### src/hdl/phc_pkg.sv
// ----------------------------------------------------------------------------
// phc_pkg
// Shared types, codes and the protocol name ROM of the peer handshake checker.
// ----------------------------------------------------------------------------
`default_nettype none

package phc_pkg;

	localparam int unsigned CFG_INDEX_W = 2;
	localparam int unsigned CFG_DATA_W  = 64;

	localparam logic [CFG_INDEX_W-1:0] REG_HASH_HIGH = 2'd0;
	localparam logic [CFG_INDEX_W-1:0] REG_HASH_MID  = 2'd1;
	localparam logic [CFG_INDEX_W-1:0] REG_HASH_LOW  = 2'd2;
	localparam logic [CFG_INDEX_W-1:0] REG_RESERVED  = 2'd3;

	localparam logic [1:0] ST_BUSY  = 2'd0;
	localparam logic [1:0] ST_DONE  = 2'd1;
	localparam logic [1:0] ST_ERROR = 2'd2;

	localparam logic [2:0] ERR_NONE     = 3'd0;
	localparam logic [2:0] ERR_LENGTH   = 3'd1;
	localparam logic [2:0] ERR_PROTOCOL = 3'd2;
	localparam logic [2:0] ERR_RESERVED = 3'd3;
	localparam logic [2:0] ERR_HASH     = 3'd4;

	localparam logic [7:0] LENGTH_BYTE = 8'd19;
	localparam logic [4:0] PROTO_LAST  = 5'd18;
	localparam logic [2:0] RSVD_LAST   = 3'd7;
	localparam logic [4:0] FIELD_LAST  = 5'd19;

	typedef enum logic [4:0] {
		PH_LEN   = 5'b00001,
		PH_PROTO = 5'b00010,
		PH_RSVD  = 5'b00100,
		PH_HASH  = 5'b01000,
		PH_ID    = 5'b10000
	} phase_t;

	typedef struct packed {
		logic [63:0] hash_high;
		logic [63:0] hash_mid;
		logic [31:0] hash_low;
		logic [63:0] reserved;
	} cfg_t;

	typedef struct packed {
		logic [1:0] status;
		logic [2:0] error_kind;
		logic       peer_id_valid;
		logic [4:0] peer_id_index;
		logic [7:0] peer_id_byte;
	} result_t;

	function automatic logic [7:0] proto_rom(input logic [4:0] idx);
		logic [7:0] b;
		unique case (idx)
			5'd0:    b = 8'h42;
			5'd1:    b = 8'h69;
			5'd2:    b = 8'h74;
			5'd3:    b = 8'h54;
			5'd4:    b = 8'h6f;
			5'd5:    b = 8'h72;
			5'd6:    b = 8'h72;
			5'd7:    b = 8'h65;
			5'd8:    b = 8'h6e;
			5'd9:    b = 8'h74;
			5'd10:   b = 8'h20;
			5'd11:   b = 8'h70;
			5'd12:   b = 8'h72;
			5'd13:   b = 8'h6f;
			5'd14:   b = 8'h74;
			5'd15:   b = 8'h6f;
			5'd16:   b = 8'h63;
			5'd17:   b = 8'h6f;
			5'd18:   b = 8'h6c;
			default: b = 8'h00;
		endcase
		return b;
	endfunction

endpackage

`default_nettype wire

### src/hdl/phc_cfg_regs.sv
// ----------------------------------------------------------------------------
// phc_cfg_regs
// Expected info hash and reserved bytes, written through a plain write port.
// ----------------------------------------------------------------------------
`default_nettype none

module phc_cfg_regs (
	input  wire                                 clk,
	input  wire                                 arst_n,
	input  wire                                 cfg_we,
	input  wire  [phc_pkg::CFG_INDEX_W-1:0]     cfg_index,
	input  wire  [phc_pkg::CFG_DATA_W-1:0]      cfg_data,
	output phc_pkg::cfg_t                       cfg
);
	import phc_pkg::*;

	cfg_t cfg_q;

	always_ff @(posedge clk or negedge arst_n) begin
		if (!arst_n) begin
			cfg_q <= '0;
		end else if (cfg_we) begin
			unique case (cfg_index)
				REG_HASH_HIGH: cfg_q.hash_high <= cfg_data;
				REG_HASH_MID:  cfg_q.hash_mid  <= cfg_data;
				REG_HASH_LOW:  cfg_q.hash_low  <= cfg_data[31:0];
				REG_RESERVED:  cfg_q.reserved  <= cfg_data;
				default: ;
			endcase
		end
	end

	assign cfg = cfg_q;

endmodule

`default_nettype wire

### config.mk
export PLATFORM = sky130hd
export DESIGN_NAME = phc_cfg_regs
export DESIGN_NICKNAME = d
export VERILOG_FILES = /design/src/hdl/phc_pkg.sv /design/src/hdl/phc_cfg_regs.sv
export SDC_FILE = /design/constraint.sdc
export NUM_CORES = 1
export LEC_CHECK = 0
export ABC_AREA = 1
export BUFFER_PORTS_ARGS = -buffer_cell sky130_fd_sc_hd__buf_4
export CAP_MARGIN = 15
export CORE_ASPECT_RATIO = 0.75
export CORE_UTILIZATION = 33
export DETAILED_ROUTE_END_ITERATION = 12
export PLACE_DENSITY = 0.59
export SYNTH_ARGS = -nofsm -noshare
export SYNTH_HDL_FRONTEND = slang
export SYNTH_SLANG_ARGS = --single-unit
### constraint.sdc
create_clock -name clk -period 1.7 [get_ports clk]
set_clock_uncertainty 0.15 [all_clocks]
set_input_delay 0.085 -clock clk [delete_from_list [all_inputs] [get_ports clk]]
set_output_delay 0.085 -clock clk [all_outputs]
set_load 0.01 [all_outputs]
==> out/metrics.yaml <==
run_status:
  status: "complete, no violations"
route:
  drc: 0
  first_iter_violations: 602
  dr.pass1.iters: 5
  vias: 8691
  drtAntennaViolNets: 0
  wl_mm: 32.1
  post_drt_via_cell_ratio: 5.07
  wl_per_cell_um: 18.7
worst_setup_path:
  rrSetupSlack_ns: 0.35
  start_kind: "input port"
  cp-startpoint: "cfg_index[0]"
  cp_max_fo: 12
  reg2reg_depth: 3
  critPathCaptureType: "flop"
  r2r-start: "cfg[136]"
  cp.arrival_ns: 1.94
  crit_type: "input port to flop"
  crit_path_end: "cfg[207]"
  worstPathRequired_ns: 2.01
  regToRegEndpoint: "cfg[136]"
layout:
  layout_common_cells: "447 x nand2_1, 309 x buf_4, 224 x dfrtp_1, 160 x nand4_1, 90 x dlygate4sd3_1"
  diodes: 0
  area_delta_synth_final_pct: 46.5
  drive_gt1_frac: 0.271
  final_common_cell: "nand2_1"
  fin_nets: 1414
  largest_reg_flops: 224
floorplan:
  die_w_um: 194
  ios: 293
  fp-row-count: 52
  core_um2: 27100
  start_util: 0.337
  dieArea_um2: 28400
  die_h_um: 146
logic_synthesis:
  synth_area_leaders: "dfrtp_1 61%, nand2_1 18%, nand4_1 11%"
  synth.distinct_cells: 13
  ys_ff_latch: 224
  syn_area_um2: 9160
  avgSynthCellArea_um2: 9.23
  yosysWarnings: 0
  yosysSeqAreaShare: 0.612
  syn_nets: 1061
  syn_inst: 992
  synth_top_area_frac: 0.612
  yosys.area.top_type: "dfrtp_1"
grt:
  grt_pass1_vias: 8709
  grt_pass1_wl_mm: 51.1
  grt_usage: 0.226
  antenna_found_initial: 0
  grt_max_degree: 108
  grt_overflow: 0
place:
  gp_congestion: 0.784
  dpl.hpwl_mm: 20.1
  placement.io_buffers: 292
timing:
  fin_crit_sh: 0.958
  hold_violations: 0
  relSlewSlack: 0.571
  tns_ns: 0
  min_period_ns: 1.63
  rsz0062_at_grt: "true"
  finalSetupViolCount: 0
  clock.fmax_mhz: 614
  tightestPinTransition_ns: 0.642
  maxSlewViolCount: 0
worst_hold_path:
  hold_path_class: "input port to flop"
  whs_path_depth: 4
pwr:
  power.leakage_nw: 7.08
  finalPower_mw: 15.6
  p_per_area_nw_per_um2: 1160
  peakVddDrop_uv: 638
cts:
  cts_tree: "yes"
  cts_root_buffer: "clkbuf_16"
  clk_pin_slew_ns: 0.06
  ctsHtreeMaxLevel: 1
  cts_made_buffers: 25
  clk_latency_ns: 0.52
  clockBufferDepth: 3
  cts.sinks: 224
job:
  cap_violations: 0
[where the power goes]
part           switching (mW)  total, mW  internal [mW]
combinational            1.88       3.62           1.74
sequential              0.540       6.72           6.18
clock                    2.22       5.23           3.01
[worst max-delay path: stages]
cell and delay [ns]:
dlygate4sd3_1 0.55, buf_4 0.21, nor2_4 0.16, buf_8 0.17, nand3_1 0.08, dlygate4sd3_1 0.59, nand2_1 0.07
[routing by layer]
layer / up-vias / part of all wire / track usage
met3: 52 / 0.078 / 0.0529
met1: 4262 / 0.46 / 0.328
met4: 0 / 0.023 / 0.0524
met5: - / 0 / 0
li1: 4040 / - / -
met2: 337 / 0.44 / 0.340
[logic make-up (layout without fill, tap and decap cells)]
group	Yosys count	after routing	synth area share
buf+inv	91	462	0.0556
flops	224	224	0.612
simple gates	677	677	0.332
[metrics by stage]
stage | instance area [um2] | utilization | instances | hold WS [ns] | worst slack [ns]
after CTS | 13400 | 0.493 | 1712 | 0.0129 | 0.00873
after global placement | 11700 | 0.430 | 1575 | -0.111 | 0.403
final | 13400 | 0.495 | 1714 | 0.0184 | 0.0709
after global routing | 13400 | 0.495 | 1714 | 0.0483 | 0.00115
after detailed placement | 11700 | 0.430 | 1575 | -0.113 | 0.394
after floorplan | 9160 | - | 992 | -0.361 | 0.676
[cell usage after synthesis (all sizes together)]
cell    instances
nand4         160
nor2            1
nand3          67
inv             2
buf            74
dfrtp         224
nand2         449
clkbuf         15
[how the worst min path moves through the flow]
stage | start | end | slack, ns
4_1_cts | cfg_we | cfg[90] | 0.01
3_3_place_gp | arst_n | cfg[213] | -0.11
5_1_grt | cfg_we | cfg[84] | 0.05
6_report | cfg_we | cfg[174] | 0.02
3_5_place_dp | arst_n | cfg[213] | -0.11
2_1_floorplan | arst_n | cfg[0] | -0.36
[what timing repair did]
item / in CTS / in global routing
resized for setup: 0 / 5
endpoints found under the hold margin: 448 / 0
setup endpoints to repair: 0 / 18
buffers inserted: 0 / 2
hold buffers: 92 / 0
[final cells by class]
type	count	area (um2)
clock buffers	37	741
clock inverters	8	48.8
fillers	2550	13700
inverters	2	7.51
multi-input cells	677	3070
flip-flops and latches	224	5610
well taps	351	439
repair buffers	415	3510
No activity file was read; power rests on OpenSTA's default activity.
